File: src/rtl/nsv_pkg.sv
// nsv_pkg: shared types, codes and constants of the nmea sentence validator
// holds the transaction structs, status and type codes, the hex and type lookups
// no dependencies
package nsv_pkg;

    // sentence byte transaction
    typedef struct packed {
        logic [7:0] byte_value;
        logic       last_byte;
    } nsv_in_t;

    // result transaction
    typedef struct packed {
        logic [2:0] status;
        logic [3:0] sentence_type;
        logic [7:0] computed_sum;
        logic [7:0] received_sum;
        logic [7:0] sentence_length;
    } nsv_out_t;

    // status codes, first failing check wins
    localparam logic [2:0] STATUS_OK         = 3'd0;
    localparam logic [2:0] STATUS_BAD_LENGTH = 3'd1;
    localparam logic [2:0] STATUS_BAD_START  = 3'd2;
    localparam logic [2:0] STATUS_NO_STAR    = 3'd3;
    localparam logic [2:0] STATUS_MISMATCH   = 3'd4;

    // sentence type codes
    localparam logic [3:0] TYPE_UNKNOWN = 4'd0;
    localparam logic [3:0] TYPE_AIS     = 4'd12;
    localparam int         NUM_TYPES    = 11;

    // talker-independent sentence identifiers, code is position plus one
    localparam logic [23:0] TYPE_TABLE [NUM_TYPES] = '{
        {8'h57, 8'h4D, 8'h56},  // WMV
        {8'h4D, 8'h44, 8'h41},  // MDA
        {8'h4D, 8'h54, 8'h41},  // MTA
        {8'h52, 8'h4D, 8'h42},  // RMB
        {8'h52, 8'h4D, 8'h43},  // RMC
        {8'h56, 8'h48, 8'h57},  // VHW
        {8'h48, 8'h44, 8'h4D},  // HDM
        {8'h58, 8'h44, 8'h52},  // XDR
        {8'h52, 8'h4F, 8'h54},  // ROT
        {8'h52, 8'h53, 8'h41},  // RSA
        {8'h41, 8'h50, 8'h42}   // APB
    };

    // special characters
    localparam logic [7:0] CHAR_STAR   = 8'h2A;
    localparam logic [7:0] CHAR_DOLLAR = 8'h24;
    localparam logic [7:0] CHAR_BANG   = 8'h21;

    // configuration register indexes and reset values
    localparam logic       REG_MIN_LENGTH   = 1'b0;
    localparam logic       REG_MAX_LENGTH   = 1'b1;
    localparam logic [7:0] MIN_LENGTH_RESET = 8'd10;
    localparam logic [7:0] MAX_LENGTH_RESET = 8'd180;
    localparam int         PADDR_WIDTH      = 3;
    localparam int         PDATA_WIDTH      = 32;

    // digit value of a hex character, HEX_NONE for anything else
    localparam logic [4:0] HEX_NONE = 5'd16;

    function automatic logic [4:0] hex_value(input logic [7:0] c);
        logic [4:0] v;
        v = HEX_NONE;
        if (c >= 8'h30 && c <= 8'h39)
        begin
            v = {1'b0, 4'(c - 8'h30)};
        end
        else if (c >= 8'h61 && c <= 8'h66)
        begin
            v = {1'b0, 4'(c - 8'h57)};
        end
        else if (c >= 8'h41 && c <= 8'h46)
        begin
            v = {1'b0, 4'(c - 8'h37)};
        end
        return v;
    endfunction

    // type code from start character and characters four to six
    function automatic logic [3:0] classify(input logic [7:0] start,
                                            input logic [23:0] chars);
        logic [3:0] t;
        t = TYPE_UNKNOWN;
        if (start == CHAR_BANG)
        begin
            t = TYPE_AIS;
        end
        else
        begin
            // last match from the top leaves the first entry winning
            for (int k = NUM_TYPES - 1; k >= 0; k--)
            begin
                if (chars == TYPE_TABLE[k])
                begin
                    t = 4'(k + 1);
                end
            end
        end
        return t;
    endfunction

endpackage

File: src/rtl/nsv_core.sv
// nsv_core: per-sentence state of the nmea validator and the result logic
// holds the running xor, checksum digit gathering, byte count and type characters
// depends on nsv_pkg
module nsv_core (
    input  logic             clk,
    input  logic             rst_n,
    input  logic             step,
    input  nsv_pkg::nsv_in_t item,
    input  logic [7:0]       min_length,
    input  logic [7:0]       max_length,
    output nsv_pkg::nsv_out_t result
);

    logic [7:0] byte_count_reg,   byte_count_next;
    logic [7:0] running_xor_reg,  running_xor_next;
    logic [7:0] xor_at_star_reg,  xor_at_star_next;
    logic       star_seen_reg,    star_seen_next;
    logic [7:0] hex_accum_reg,    hex_accum_next;
    logic       hex_overflow_reg, hex_overflow_next;
    logic       hex_stopped_reg,  hex_stopped_next;
    logic [7:0] start_char_reg,   start_char_next;
    logic [7:0] type_chars_reg  [3];
    logic [7:0] type_chars_next [3];
    logic [4:0] digit;
    logic [2:0] status;

    // state update for one sentence byte
    always_comb
    begin
        byte_count_next   = byte_count_reg;
        running_xor_next  = running_xor_reg;
        xor_at_star_next  = xor_at_star_reg;
        star_seen_next    = star_seen_reg;
        hex_accum_next    = hex_accum_reg;
        hex_overflow_next = hex_overflow_reg;
        hex_stopped_next  = hex_stopped_reg;
        start_char_next   = start_char_reg;
        type_chars_next   = type_chars_reg;
        digit             = nsv_pkg::hex_value(item.byte_value);

        if (byte_count_reg == 8'd0)
        begin
            start_char_next = item.byte_value;
        end
        else
        begin
            for (int i = 0; i < 3; i++)
            begin
                if (byte_count_reg == 8'(i + 3))
                begin
                    type_chars_next[i] = item.byte_value;
                end
            end
            if (item.byte_value == nsv_pkg::CHAR_STAR)
            begin
                // each star restarts the checksum field
                xor_at_star_next  = running_xor_reg;
                star_seen_next    = 1'b1;
                hex_accum_next    = 8'd0;
                hex_overflow_next = 1'b0;
                hex_stopped_next  = 1'b0;
            end
            else if (star_seen_reg && !hex_stopped_reg)
            begin
                if (digit == nsv_pkg::HEX_NONE)
                begin
                    hex_stopped_next = 1'b1;
                end
                else if (hex_overflow_reg || hex_accum_reg > 8'd15)
                begin
                    hex_overflow_next = 1'b1;
                    hex_accum_next    = 8'd255;
                end
                else
                begin
                    hex_accum_next = {hex_accum_reg[3:0], digit[3:0]};
                end
            end
            running_xor_next = running_xor_reg ^ item.byte_value;
        end

        // count saturates at 255
        if (byte_count_reg != 8'd255)
        begin
            byte_count_next = byte_count_reg + 8'd1;
        end
    end

    // checks in priority order
    always_comb
    begin
        if (byte_count_next < min_length || byte_count_next > max_length)
        begin
            status = nsv_pkg::STATUS_BAD_LENGTH;
        end
        else if (start_char_next != nsv_pkg::CHAR_DOLLAR &&
                 start_char_next != nsv_pkg::CHAR_BANG)
        begin
            status = nsv_pkg::STATUS_BAD_START;
        end
        else if (!star_seen_next)
        begin
            status = nsv_pkg::STATUS_NO_STAR;
        end
        else if (hex_overflow_next || hex_accum_next != xor_at_star_next)
        begin
            status = nsv_pkg::STATUS_MISMATCH;
        end
        else
        begin
            status = nsv_pkg::STATUS_OK;
        end
    end

    // result fields
    always_comb
    begin
        result.status          = status;
        result.sentence_type   = (status == nsv_pkg::STATUS_OK)
            ? nsv_pkg::classify(start_char_next,
                                {type_chars_next[0], type_chars_next[1],
                                 type_chars_next[2]})
            : nsv_pkg::TYPE_UNKNOWN;
        result.computed_sum    = star_seen_next ? xor_at_star_next : 8'd0;
        result.received_sum    = star_seen_next ? hex_accum_next : 8'd0;
        result.sentence_length = byte_count_next;
    end

    // sentence state, cleared after the final byte
    always_ff @(posedge clk or negedge rst_n)
    begin
        if (!rst_n)
        begin
            byte_count_reg   <= 8'd0;
            running_xor_reg  <= 8'd0;
            xor_at_star_reg  <= 8'd0;
            star_seen_reg    <= 1'b0;
            hex_accum_reg    <= 8'd0;
            hex_overflow_reg <= 1'b0;
            hex_stopped_reg  <= 1'b0;
            start_char_reg   <= 8'd0;
            for (int i = 0; i < 3; i++)
            begin
                type_chars_reg[i] <= 8'd0;
            end
        end
        else if (step)
        begin
            if (item.last_byte)
            begin
                byte_count_reg   <= 8'd0;
                running_xor_reg  <= 8'd0;
                xor_at_star_reg  <= 8'd0;
                star_seen_reg    <= 1'b0;
                hex_accum_reg    <= 8'd0;
                hex_overflow_reg <= 1'b0;
                hex_stopped_reg  <= 1'b0;
                start_char_reg   <= 8'd0;
                for (int i = 0; i < 3; i++)
                begin
                    type_chars_reg[i] <= 8'd0;
                end
            end
            else
            begin
                byte_count_reg   <= byte_count_next;
                running_xor_reg  <= running_xor_next;
                xor_at_star_reg  <= xor_at_star_next;
                star_seen_reg    <= star_seen_next;
                hex_accum_reg    <= hex_accum_next;
                hex_overflow_reg <= hex_overflow_next;
                hex_stopped_reg  <= hex_stopped_next;
                start_char_reg   <= start_char_next;
                type_chars_reg   <= type_chars_next;
            end
        end
    end

endmodule

File: src/rtl/nmea_sentence_validator.sv
// nmea_sentence_validator: top level with input register, result register and apb registers
// checks one nmea 0183 sentence per sequence of byte transactions
// depends on nsv_pkg and nsv_core
//
// The block takes one sentence byte per cycle while no last byte is held back,
// and returns one result transaction on the byte marked last_byte: status,
// sentence type, computed and received checksum, and length. A byte goes into
// an input register, the sentence state in nsv_core is updated from it when it
// moves on, and the result of a last byte lands in an output register as that
// byte moves on; the result waits there until it is taken.
// Bytes that end no sentence keep flowing while a result waits to be taken;
// only a last byte waits for the result register to be free.
// min_length and max_length sit at byte addresses 0 and 4 of the apb port; the
// user must write them only between sentences, the block does not enforce it.
module nmea_sentence_validator (
    input  logic                             clk,
    input  logic                             rst_n,
    // sentence bytes
    input  logic                             item_valid,
    output logic                             item_ready,
    input  nsv_pkg::nsv_in_t                 item,
    // results
    output logic                             result_valid,
    input  logic                             result_ready,
    output nsv_pkg::nsv_out_t                result,
    // configuration
    input  logic                             psel,
    input  logic                             penable,
    input  logic                             pwrite,
    input  logic [nsv_pkg::PADDR_WIDTH-1:0]  paddr,
    input  logic [nsv_pkg::PDATA_WIDTH-1:0]  pwdata,
    output logic [nsv_pkg::PDATA_WIDTH-1:0]  prdata,
    output logic                             pready
);

    nsv_pkg::nsv_in_t  item_reg;
    logic              item_valid_reg;
    nsv_pkg::nsv_out_t result_reg;
    nsv_pkg::nsv_out_t core_result;
    logic              result_valid_reg;
    logic [7:0]        min_length_reg;
    logic [7:0]        max_length_reg;
    logic              result_free;
    logic              step;
    logic              reg_write;

    // configuration registers
    assign pready    = 1'b1;
    assign reg_write = psel && penable && pwrite && pready;

    always_ff @(posedge clk or negedge rst_n)
    begin
        if (!rst_n)
        begin
            min_length_reg <= nsv_pkg::MIN_LENGTH_RESET;
            max_length_reg <= nsv_pkg::MAX_LENGTH_RESET;
        end
        else if (reg_write)
        begin
            if (paddr[2] == nsv_pkg::REG_MIN_LENGTH)
            begin
                min_length_reg <= pwdata[7:0];
            end
            else
            begin
                max_length_reg <= pwdata[7:0];
            end
        end
    end

    assign prdata = (paddr[2] == nsv_pkg::REG_MIN_LENGTH)
        ? {{(nsv_pkg::PDATA_WIDTH - 8){1'b0}}, min_length_reg}
        : {{(nsv_pkg::PDATA_WIDTH - 8){1'b0}}, max_length_reg};

    // a buffered byte moves on unless it ends a sentence and the result slot is full
    assign result_free = !result_valid_reg || result_ready;
    assign step        = item_valid_reg && (!item_reg.last_byte || result_free);
    assign item_ready  = !item_valid_reg || step;

    // input register
    always_ff @(posedge clk or negedge rst_n)
    begin
        if (!rst_n)
        begin
            item_valid_reg <= 1'b0;
        end
        else if (item_ready)
        begin
            item_valid_reg <= item_valid;
        end
    end

    always_ff @(posedge clk)
    begin
        if (item_valid && item_ready)
        begin
            item_reg <= item;
        end
    end

    nsv_core u_core (
        .clk        (clk),
        .rst_n      (rst_n),
        .step       (step),
        .item       (item_reg),
        .min_length (min_length_reg),
        .max_length (max_length_reg),
        .result     (core_result)
    );

    // result register
    always_ff @(posedge clk or negedge rst_n)
    begin
        if (!rst_n)
        begin
            result_valid_reg <= 1'b0;
        end
        else if (step && item_reg.last_byte)
        begin
            result_valid_reg <= 1'b1;
        end
        else if (result_ready)
        begin
            result_valid_reg <= 1'b0;
        end
    end

    always_ff @(posedge clk)
    begin
        if (step && item_reg.last_byte)
        begin
            result_reg <= core_result;
        end
    end

    assign result_valid = result_valid_reg;
    assign result       = result_reg;

endmodule

File: config.mk
export PLATFORM = sky130hd
export DESIGN_NAME = nmea_sentence_validator
export DESIGN_NICKNAME = d
export VERILOG_FILES = /design/src/rtl/nsv_pkg.sv /design/src/rtl/nsv_core.sv /design/src/rtl/nmea_sentence_validator.sv
export SDC_FILE = /design/constraint.sdc
export NUM_CORES = 1
export LEC_CHECK = 0
export BUFFER_PORTS_ARGS = -buffer_cell sky130_fd_sc_hd__buf_2
export CAP_MARGIN = 5
export CORE_MARGIN = 1
export CORE_UTILIZATION = 60
export DETAILED_ROUTE_END_ITERATION = 8
export PLACE_DENSITY = 0.94
export RECOVER_POWER = 25
export SYNTH_ARGS = -nofsm -noshare
export SYNTH_HDL_FRONTEND = slang
export SYNTH_SLANG_ARGS = --single-unit
File: constraint.sdc
create_clock -name clk -period 9.9 [get_ports clk]
set_clock_uncertainty 0.2 [all_clocks]
set_input_delay 1.485 -clock clk [delete_from_list [all_inputs] [get_ports clk]]
set_output_delay 1.485 -clock clk [all_outputs]
set_load 0.02 [all_outputs]
# Yosys cells after proc, flatten, opt, wreduce, memory -nomap -nowiden
# Cells that the tools add are included.
[classes] add_sub_neg=4 n_lt_le_gt_ge=9 n_eq_ne=22 n_mux=56 bitwise_logic=3 reduce_logical=31
[op_table] operator="$eq A24 B23 Y1 const B" n=11
[op_table] operator="$mux W8" n=19
[op_table] operator="$mux W24" n=2
[op_table] operator="$mux W4" n=12
[op_table] operator="$eq A8 B3 Y1 const B" n=2
[op_table] operator="$eq A8 B6 Y1 const B" n=2
[op_table] operator="$ge A8 B7 Y1 const B" n=2
[op_table] operator="$le A8 B7 Y1 const B" n=2
[op_table] operator="$mux W1" n=16
[op_table] operator="$ne A8 B6 Y1 const B" n=2
[op_table] operator="$mux W5" n=3
[op_table] operator="$mux W3" n=4
[op_table] operator="$logic_and A1 B1 Y1" n=10
[op_table] operator="$add A8 B1 Y8 const B" n=1
[op_table] operator="$eq A8 B2 Y1 const B" n=1
[op_table] operator="$ge A8 B6 Y1 const B" n=1
[op_table] operator="$gt A8 B4 Y1 const B" n=1
[op_table] operator="$gt A8 B8 Y1" n=1
[op_table] operator="$le A8 B6 Y1 const B" n=1
[op_table] operator="$logic_not A8 Y1" n=1
[op_table] operator="$lt A8 B8 Y1" n=1
[op_table] operator="$ne A8 B8 Y1" n=1
[op_table] operator="$ne A8 B8 Y1 const B" n=1
[op_table] operator="$sub A4 B3 Y4 const B" n=2
[op_table] operator="14 further kinds" n=26
[totals] regBits=125 inputBits=51 output_inout_bits=66

# Longest topological paths before layout
# Gate-level depths: netlist of run 1.
[depth] word_depth=19 ltp_mapped=15 depth_no_buf=15

# By module
# From an unflattened synthesis of run 1, not the netlist that was laid out.
[hier_totals] hier_cells=745 area_unflattened_um2=7566.0
[modules_own_cells] module="nsv_core" n_inst=1 cells_per_inst=625 area_per_inst_um2=5336.4 seq_area_each_um2=1676.6
[modules_own_cells] module="nmea_sentence_validator" n_inst=1 cells_per_inst=120 area_per_inst_um2=2229.6 seq_area_each_um2=1659.1

# Least setup slack after synthesis of run 1
# Ideal clock, no wire load.
[synth_path] path_type="input-to-output" from="input paddr[2] in the netlist's numbering" to="output prdata[1] in the netlist's numbering" t_arrival_ps=2317 required_time_ps=8215 slack_ps=5898 cell_stages=3 n_path_buf=2 cell_sequence="clkbuf_1 clkbuf_1 o21ai_0"
[synth_via] elab_chain_len=1
[synth_lines] item="from (decl)" line_no="nmea_sentence_validator.sv:30" text="input logic [nsv_pkg::PADDR_WIDTH-1:0] paddr,"
[synth_lines] item="$mux W8" line_no="nmea_sentence_validator.sv:72" text="? {{(nsv_pkg::PDATA_WIDTH - 8){1'b0}}, min_length_reg}"
[synth_lines] item="to (decl)" line_no="nmea_sentence_validator.sv:32" text="output logic [nsv_pkg::PDATA_WIDTH-1:0] prdata,"
# No other way between the ends.

==> impl_results.md, run 1 <==
* WS Path Type: input pin to async pin
* WP buf/inv at 1
* First-pass GRT wire length at 29100 um
* Min-delay src: min_length_reg[2]$_DFFE_PN0P_
* Die width at 114 um
* Row count at 40
* Inserted Clock Buffers at 17
* Worst min path class: flip-flop to flip-flop
* Worst Tran Pin Value at 4.57 ns
* Vias per Instance at 6.21
* CP max stage delay at 3.15 ns
* Setup slack after layout at around 4.4 ns
* Critical Path AT at 4.71 ns
* Fmax at 183 MHz
* Final worst path period share at 0.551
* Gpl congestion at 0.982
* Yosys reg bits at 125
* H-tree levels at 4
* Top-area cell type share of the netlist area at 0.265
* Top cells by area, synth: dfrtp_1 26%, edfxtp_1 16%, nand2_1 5.5%, o21ai_0 4.9%, nor2_1 3.8%
* Routed WL per cell at 17.4 um
* P_leak at between 3 and 4 nW
* Max clock buf depth at 2
* Detailed placement HPWL at roughly 12000 um
* Max reg flops at 31
* Final setup viols at 0
* Die area at approximately 0.013 mm2
* FFs w/ async S/R, synth at 0.680
* Unrepaired setup endpoints after global routing: false
* Crit-path cells: clkbuf_1
* Area Overhead vs Synth at 10.6%
* IO Port Bufs at 65
* CP startpoint: rst_n
* Post-Route WL at approximately 18000 um
* Worst EP required at ~9.2 ns
* Crit path capture type: async pin
* Worst-Skew Late Latency at 0.43 ns
* Area after DPL at 0.00772 mm2
* Clk pin slew, worst setup/hold paths at 0.06 ns
* CTS tree: built
* Number of antenna diodes at 0
* Mapped Area at 0.00747 mm2
* Syn. warnings at 0
* Failing checks: capacitance limit, slew limit
* Final worst path period need at 5.45 ns
* Power Density at 197 mW/mm2
* Final Max Slew Viols at 86
* Pre-CTS setup slack at 5.73 ns
* Layout cells sized above 1 at 0.154
* Worst path top cell family by delay: buffers and inverters
* Clock sink count at 125
* Post-CTS Resized at 0
* Finished Core Util at 0.685
* Drt pass-1 iters at 9
* CP Max Fanout at 85
* VDD IR max at 0.132 mV
* Sequential share of the synthesized area at 0.447
* CP max-delay cell: clkbuf_1
* Drt drc at 0
* Post-synth EDFFs at 40
* Io pins at 117
* Largest net degree at the start of global routing at 86
* Cells after Synth at 809
* Starting Density at 0.619
* Startpoint types: input pin
* Max cap viols at 1
* # hold bufs at CTS at 0
* Area leader, netlist: dfrtp_1
* Setup bufs post-CTS at 0
* Die H at 114 um
* CORE AREA at approximately 0.012 mm2
* Vias in the first global route at 5773
* Syn Area/Cell at 9.23 um2
* Final non-filler cell area at 0.00826 mm2
* Rel. slew slack at -2.05
* Run status: complete, but fails checks
* Tot GR Track Use at 0.292
* Antenna violations before repair at 0
* Final-report hold violation count at 0
* DRT iter0 DRCs at 721
* Routed Antenna Nets at 0
* GR Overflow Total at 0
* Yosys cell types at 75
* Post-Route Setup TNS at 0 ns
* Synth Flop Type: dfrtp_1
* Vias at 6407
* R2R Path Start: u_core.byte_count_reg[0]$_DFFE_PN0P_
* Fin nets at between 900 and 1000
* Clk root buf: clkbuf_16
[kinds of logic after synthesis]
| group | after synthesis | share of synthesized area |
|---|---|---|
| other | 2 | 0.00101 |
| and+or+nand+nor | 314 | 0.214 |
| adders and majority gates | 22 | 0.0369 |
| DFF | 125 | 0.447 |
| AOI/OAI and AO/OA | 192 | 0.159 |
| buffers and inverters | 100 | 0.0683 |
| muxes | 34 | 0.0501 |
| xor gates and xnor gates | 20 | 0.0235 |
[power breakdown]
part | leakage [nW] | internal [W] | switching, W | total (W)
clock | 0.265 | 0.000356 | 0.000221 | 0.000577
combinational | 1.84 | 0.000132 | 0.000203 | 0.000335
sequential | 1.50 | 0.000622 | 0.0000940 | 0.000716
total | 3.60 | 0.00111 | 0.000517 | 0.00163
[worst paths after layout]
check	to	slack, ns	cells after the start
min in group asynchronous	min_length_reg[7]$_DFFE_PN0P_	2.49	1
max in group clk	result[27]$_SDFFCE_PP0P_	5.51	10
setup / recovery	u_core.xor_at_star_reg[1]$_DFFE_PN0P_	4.45	1
hold reg to reg	min_length_reg[2]$_DFFE_PN0P_	0.31	1
setup reg to reg	result[27]$_SDFFCE_PP0P_	5.51	10
hold / removal	min_length_reg[2]$_DFFE_PN0P_	0.31	1
[stage by stage]
step	total power, W	std cells	hold slack [ns]
floorplan	0.000954	832	0.257
global placement	0.00103	999	0.279
detailed placement	0.00105	999	0.294
CTS	0.00163	1031	0.307
global route	0.00170	1031	0.325
finish	0.00163	1031	0.305
[synth_stat cells (5+ instances only)]
master,n
a211oi_1,8
a21oi_1,47
a22o_1,11
a22oi_1,12
and2_1,6
and3_1,7
buf_2,6
buf_4,26
clkbuf_1,29
dfrtp_1,79
dfstp_2,6
edfxtp_1,40
ha_1,22
inv_1,31
mux2_2,21
mux2i_1,10
nand2_1,110
nand2b_1,6
nand3_1,18
nand3b_1,5
nand4_1,15
nor2_1,76
nor2b_1,7
nor3_1,17
nor3b_1,5
nor4b_1,9
o21ai_0,73
o22ai_1,5
o31ai_1,6
xnor2_1,7
xor2_1,13
[placed cells by master (no fill, tap or decap), types with 15 or more instances in the layout]
cell         n
edfxtp_1    40
ha_1        22
clkbuf_16   17
buf_2       64
nand4_1     15
conb_1      25
o21ai_0     73
dfrtp_1     79
nand3_1     18
nor2_1      76
nand2_1    110
inv_1       31
mux2_2      21
a21oi_1     47
nor3_1      17
[worst register-to-register path: cells and delay by family, from the launching register on]
family,cells,cell delay (ns)
AO/OA/AOI/OAI,4,0.91
flip-flops,1,0.46
AND/OR/NAND/NOR,4,2.41
buffers and inverters,1,0.09
adder cells (fa/ha/maj),1,0.19
[cell type report]
| type | count | area (um2) |
|---|---|---|
| timing repair buffer | 67 | 339 |
| fill | 933 | 3800 |
| multi-input combinational | 607 | 3710 |
| clock inverter | 7 | 66.3 |
| clock buffer | 25 | 475 |
| tap | 168 | 210 |
| sequential | 125 | 3340 |
| inverter | 32 | 120 |
[metal layers]
metal,share of wire,vias up,routed length [um],track usage
met5,0,-,0,0
met3,0.097,76,1750,0.0670
met2,0.45,380,8080,0.430
met4,0.036,0,645,0.161
met1,0.42,3009,7480,0.401
li1,-,2942,-,-
(Power assumes the default switching activity.)
==> run 2: changes to the inputs <==
CORE_UTILIZATION = 52   (was 60)
PLACE_DENSITY = 0.87   (was 0.94)
clock period = 4.55 ns   (was 9.9 ns; I/O delays follow)
==> run 2 against run 1 <==
The flow still finishes with violations (capacitance limit, slew limit). Sequential power up 120%. Register-to-register slack worse by 4.9 ns. First-iteration DRC count down 10%. Largest cell class unchanged. Non-clock buffer count grew 13.
==> impl_results.md, run 2 (synthesis results as in run 1) <==
* Setup bufs post-CTS at 0
* Crit path capture type: flip-flop
* Startpoint types: flip-flop
* Final-report hold violation count at 0
* Die area at 0.0148 mm2
* NetSw at ~0.0011 W
* Cells after DPL at a little over 1000
* DRT iter0 DRCs at 649
* Die H at 122 um
* Post-Route Setup TNS at 0 ns
* IO Port Bufs at 65
* Footprint of the multi-input gates at 0.00371 mm2
* Final worst path period share at 0.872
* CTS tree: built
* FF-to-FF End: result[24]$_SDFFCE_PP0P_
* Run status: complete, but fails checks
* Max cap viols at 2
* # hold bufs at CTS at 0
* Max clock buf depth at 2
* Switching portion of total power at 0.313
* Filler cells at ~1200
* Worst EP required at 4.52 ns
* WS Path Type: flip-flop to flip-flop
* Most common cell after layout, fill and taps aside: nand2_1
* CP startpoint: u_core.byte_count_reg[0]$_DFFE_PN0P_
* Critical Path AT at 3.94 ns
* Detailed placement HPWL at about 13000 um
* Io pins at 117
* Most frequent cells in the layout: 110 x nand2_1, 79 x dfrtp_1, 76 x nor2_1
* Number of antenna diodes at 0
* Power Density at 429 mW/mm2
* H-tree levels at 4
* P_leak at 3.67 nW
* Largest net degree at the start of global routing at 60
* Routed Antenna Nets at 0
* Worst Tran Pin Value at ~3.3 ns
* Starting Density at 0.536
* Clk root buf: clkbuf_16
* GR Overflow Total at 0
* CP Max Fanout at 12
* Failing checks: capacitance limit, slew limit
* Row count at 43
* Area Overhead vs Synth at 12.3%
* Max reg flops at 31
* R2r setup slk at 0.58 ns
* Min-delay src: item[3]
* R2R Path Start: u_core.byte_count_reg[0]$_DFFE_PN0P_
* Clock sink count at approximately 130
* Post-Route WL at around 19000 um
* Vias in the first global route at 5944
* Final Max Slew Viols at 103
* Gpl congestion at 0.966
* Rel. slew slack at -1.21
* Hold slack at 0.237 ns
* Worst min path class: input pin to flip-flop
* Vias per Instance at 6.05
* First-pass GRT wire length at 30700 um
* R2R depth at 10
* Unrepaired setup endpoints after global routing: false
* Seq pwr share at 0.432
* Combinational power share at 0.210
* Fin nets at 936
* Power Internal at 0.00247 W
* Drt pass-1 iters at 6
* Post-CTS Resized at 0
* Clock network fraction of design power at 0.359
* Inserted Clock Buffers at 17
* Pwr Total at roughly 0.0036 W
* Sequential cell area at 0.00334 mm2
* Clk pin slew, worst setup/hold paths at 0.05 ns
* Antenna violations before repair at 0
* Post-Layout Cell Count at 1056
* Drt drc at 0
* Die width at 122 um
* Routed WL per cell at 17.7 um
* Vias at 6385
* Tot GR Track Use at 0.271
* CORE AREA at 0.0139 mm2
* Worst Setup EP: result[24]$_SDFFCE_PP0P_
* Worst-Skew Late Latency at 0.42 ns
* Final setup viols at 0
* VDD IR max at 0.251 mV
* Final worst path period need at 3.97 ns
* Fmax at 252 MHz
* Layout cells sized above 1 at 0.168
## run 2: power groups by stage
stage	Clock, W	Combinational [W]	Sequential (W)
after floorplan	0	0.000562	0.00151
final	0.00129	0.000754	0.00155
after detailed placement	0	0.000742	0.00156
after global placement	0	0.000714	0.00155
after global routing	0.00136	0.000844	0.00158
after CTS	0.00131	0.000749	0.00155
## run 2: worst min-delay path by stage
stage | endpoint | slack, ns | depth (start not counted)
2_1_floorplan | item_valid_reg$_DFFE_PN0N_ | 0.19 | 0
3_3_place_gp | u_core.start_char_reg[6]$_DFFE_PN0P_ | 0.28 | 2
3_5_place_dp | min_length_reg[6]$_DFFE_PN0P_ | 0.29 | 1
4_1_cts | u_core.type_chars_reg[9]$_DFFE_PN0P_ | 0.16 | 1
5_1_grt | item_reg[1]$_DFFE_PP_ | 0.22 | 1
6_report | item_reg[3]$_DFFE_PP_ | 0.24 | 1
## run 2: per-stage QoR
step	util	setup WS [ns]	area, um2
finish	0.602	0.584	8390
global route	0.602	0.268	8390
CTS	0.603	0.681	8400
detailed placement	0.562	0.734	7830
global placement	0.562	0.816	7830
floorplan	-	1.23	7560
## run 2: per-layer routing
layer | GRT usage | wire (um)
met2 | 0.415 | 8720
met3 | 0.0543 | 1310
met5 | 0 | 0
met4 | 0.109 | 440
met1 | 0.378 | 8260
## run 2: area by class of cell
class	count	area share
Tap cell	180	0.0268
Inverter	32	0.0143
Multi-Input combinational cell	607	0.442
Sequential cell	125	0.397
Clock inverter	7	0.00745
Clock buffer	25	0.0604
Timing Repair Buffer	80	0.0513
## run 2: worst max-delay path, cell delays in order, from the launching register on
cell	delay, ns
dfrtp_1	0.46
inv_1	0.07
ha_1	0.25
or4b_1	0.62
or2_1	0.39
buf_4	0.25
mux2_2	0.31
a2111oi_2	0.43
a21oi_1	0.07
a222oi_1	0.44
and3b_1	0.23
==> run 3: changes to the inputs <==
RECOVER_POWER = unset   (was 25)
==> run 3 against run 2 <==
The run now ends clean. Clock power hardly changed. Sequential share of layout area hardly changed. Sequential power hardly changed. Die area stayed put. Non-clock buffer count stayed put. Clock-buffer cell count stayed put. Critical path type unchanged. Largest power group unchanged. Highest routed layer unchanged.
==> impl_results.md, run 3 (synthesis results as in run 1) <==
* Die width at 122 um
* Final non-filler cell area at between 0.008 and 0.009 mm2
* CTS tree: built
* Unrepaired setup endpoints after global routing: false
* Combinational power share at 0.210
* Gpl congestion at 0.966
* Number of antenna diodes at 0
* Antenna violations before repair at 0
* Max cap viols at 0
* CORE AREA at 0.0139 mm2
* Run status: completed
* Cells after DPL at between 1000 and 1500
* Area Overhead vs Synth at 12.5%
* Worst min path class: input pin to async pin
* Most frequent cells in the layout: 110 x nand2_1, 79 x dfrtp_1, 76 x nor2_1
* Drt drc at 0
* Worst Tran Pin Value at 1.01 ns
* Final worst path period share at 0.871
* Footprint of the multi-input gates at 0.00371 mm2
* Tot GR Track Use at 0.271
* Critical Path AT at 3.94 ns
* NetSw at 0.00113 W
* VDD IR max at 0.254 mV
* Layout cells sized above 1 at 0.170
* # hold bufs at CTS at 0
* P_leak at approximately 3.7 nW
* First-pass GRT wire length at 30700 um
* Routed Antenna Nets at 0
* Max clock buf depth at 2
* Clock sink count at 125
* Filler cells at 1152
* Die area at approximately 0.015 mm2
* Row count at 43
* Final Max Slew Viols at 0
* DRT iter0 DRCs at 645
* WS Path Type: flip-flop to flip-flop
* CP max stage delay at a little over 0.6 ns
* Final worst path period need at 3.97 ns
* Crit-path cells: inv_1, ha_1, or4b_1, or2_1, buf_4, mux2_2, a2111oi_2, a21oi_1, a222oi_1, and3b_1
* Hold slack at between 0.1 and 0.15 ns
* Post-Layout Cell Count at 1056
* Inserted Clock Buffers at 17
* Worst-Skew Late Latency at 0.42 ns
* Switching portion of total power at 0.313
* Final setup viols at 0
* Starting Density at 0.536
* Power Internal at around 0.0025 W
* CP Max Fanout at 12
* Die H at 122 um
* Sequential cell area at 0.00334 mm2
* Io pins at around 120
* Setup bufs post-CTS at 0
* Clk root buf: clkbuf_16
* CP max-delay cell: or4b_1
* Clk pin slew, worst setup/hold paths at 0.05 ns
* Vias in the first global route at ~6000
* GR Overflow Total at 0
* Crit path capture type: flip-flop
* H-tree levels at 4
* IO Port Bufs at 65
* Most common cell after layout, fill and taps aside: nand2_1
* Fmax at 252 MHz
* Final-report hold violation count at 0
* Clock network fraction of design power at 0.359
* Fin nets at 936
* Startpoint types: flip-flop
* Detailed placement HPWL at 12900 um
* Post-Route WL at 18700 um
* Post-Route Setup TNS at 0 ns
* Post-CTS Resized at 0
* Vias at 6357
* Rel. slew slack at 0.330
* Seq pwr share at 0.431
* Vias per Instance at 6.02
* Max reg flops at 31
* Drt pass-1 iters at 5
* Routed WL per cell at 17.7 um
* Area after DPL at around 0.008 mm2
* Power Density at 429 mW/mm2
* Largest net degree at the start of global routing at 60
* Worst EP required at 4.52 ns
==> run 3: changes by cell type in the layout (fill, tap and decap cells not counted), sizes merged <==
cell	before	now
clkbuf	28	25
buf	77	80
==> run 3: power groups by stage <==
stage,clock [W],sequential (W),combinational [W]
floorplan,0,0.00151,0.000562
global placement,0,0.00155,0.000714
detailed placement,0,0.00156,0.000742
CTS,0.00131,0.00155,0.000749
global route,0.00136,0.00158,0.000845
finish,0.00129,0.00155,0.000755
==> run 3: final timing paths <==
| check | to | cells after the start | from | slack, ns |
|---|---|---|---|---|
| setup / recovery | result[24]$_SDFFCE_PP0P_ | 10 | u_core.byte_count_reg[0]$_DFFE_PN0P_ | 0.58 |
| hold / removal | min_length_reg[4]$_DFFE_PN0P_ | 1 | rst_n | 0.15 |
| setup reg to reg | result[24]$_SDFFCE_PP0P_ | 10 | u_core.byte_count_reg[0]$_DFFE_PN0P_ | 0.58 |
| hold reg to reg | min_length_reg[2]$_DFFE_PN0P_ | 1 | min_length_reg[2]$_DFFE_PN0P_ | 0.30 |
| min in group clk | item_reg[3]$_DFFE_PP_ | 1 | item[3] | 0.23 |
| max in group asynchronous | u_core.xor_at_star_reg[1]$_DFFE_PN0P_ | 2 | rst_n | 3.13 |
==> run 3: metrics by stage <==
stage                     utilization  power, W  setup WS [ns]
after floorplan                     -   0.00208           1.23
after global placement          0.562   0.00227          0.816
after detailed placement        0.562   0.00231          0.734
after CTS                       0.603   0.00360          0.681
after global routing            0.603   0.00378          0.496
final                           0.603   0.00360          0.585
==> run 3: layer usage <==
metal,share of wire,GRT usage,vias up
met5,0,0,-
met4,0.022,0.109,0
met3,0.065,0.0543,31
met2,0.47,0.415,273
met1,0.44,0.378,3096
li1,-,-,2957
==> run 3: layout make-up <==
cell class                      instances  area share
Inverter                               32      0.0143
Timing Repair Buffer                   80      0.0524
Clock buffer                           25      0.0603
Clock inverter                          7     0.00745
Tap cell                              180      0.0268
Sequential cell                       125       0.397
Multi-Input combinational cell        607       0.442
==> run 3: critical path, delay by kind of cell, from the launching register on <==
kind            cells  cell delay (ns)
fa+ha+maj           1             0.24
simple gates        3             1.24
flops               1             0.46
compound gates      3             0.93
mux                 1             0.31
buf+inv             2             0.32
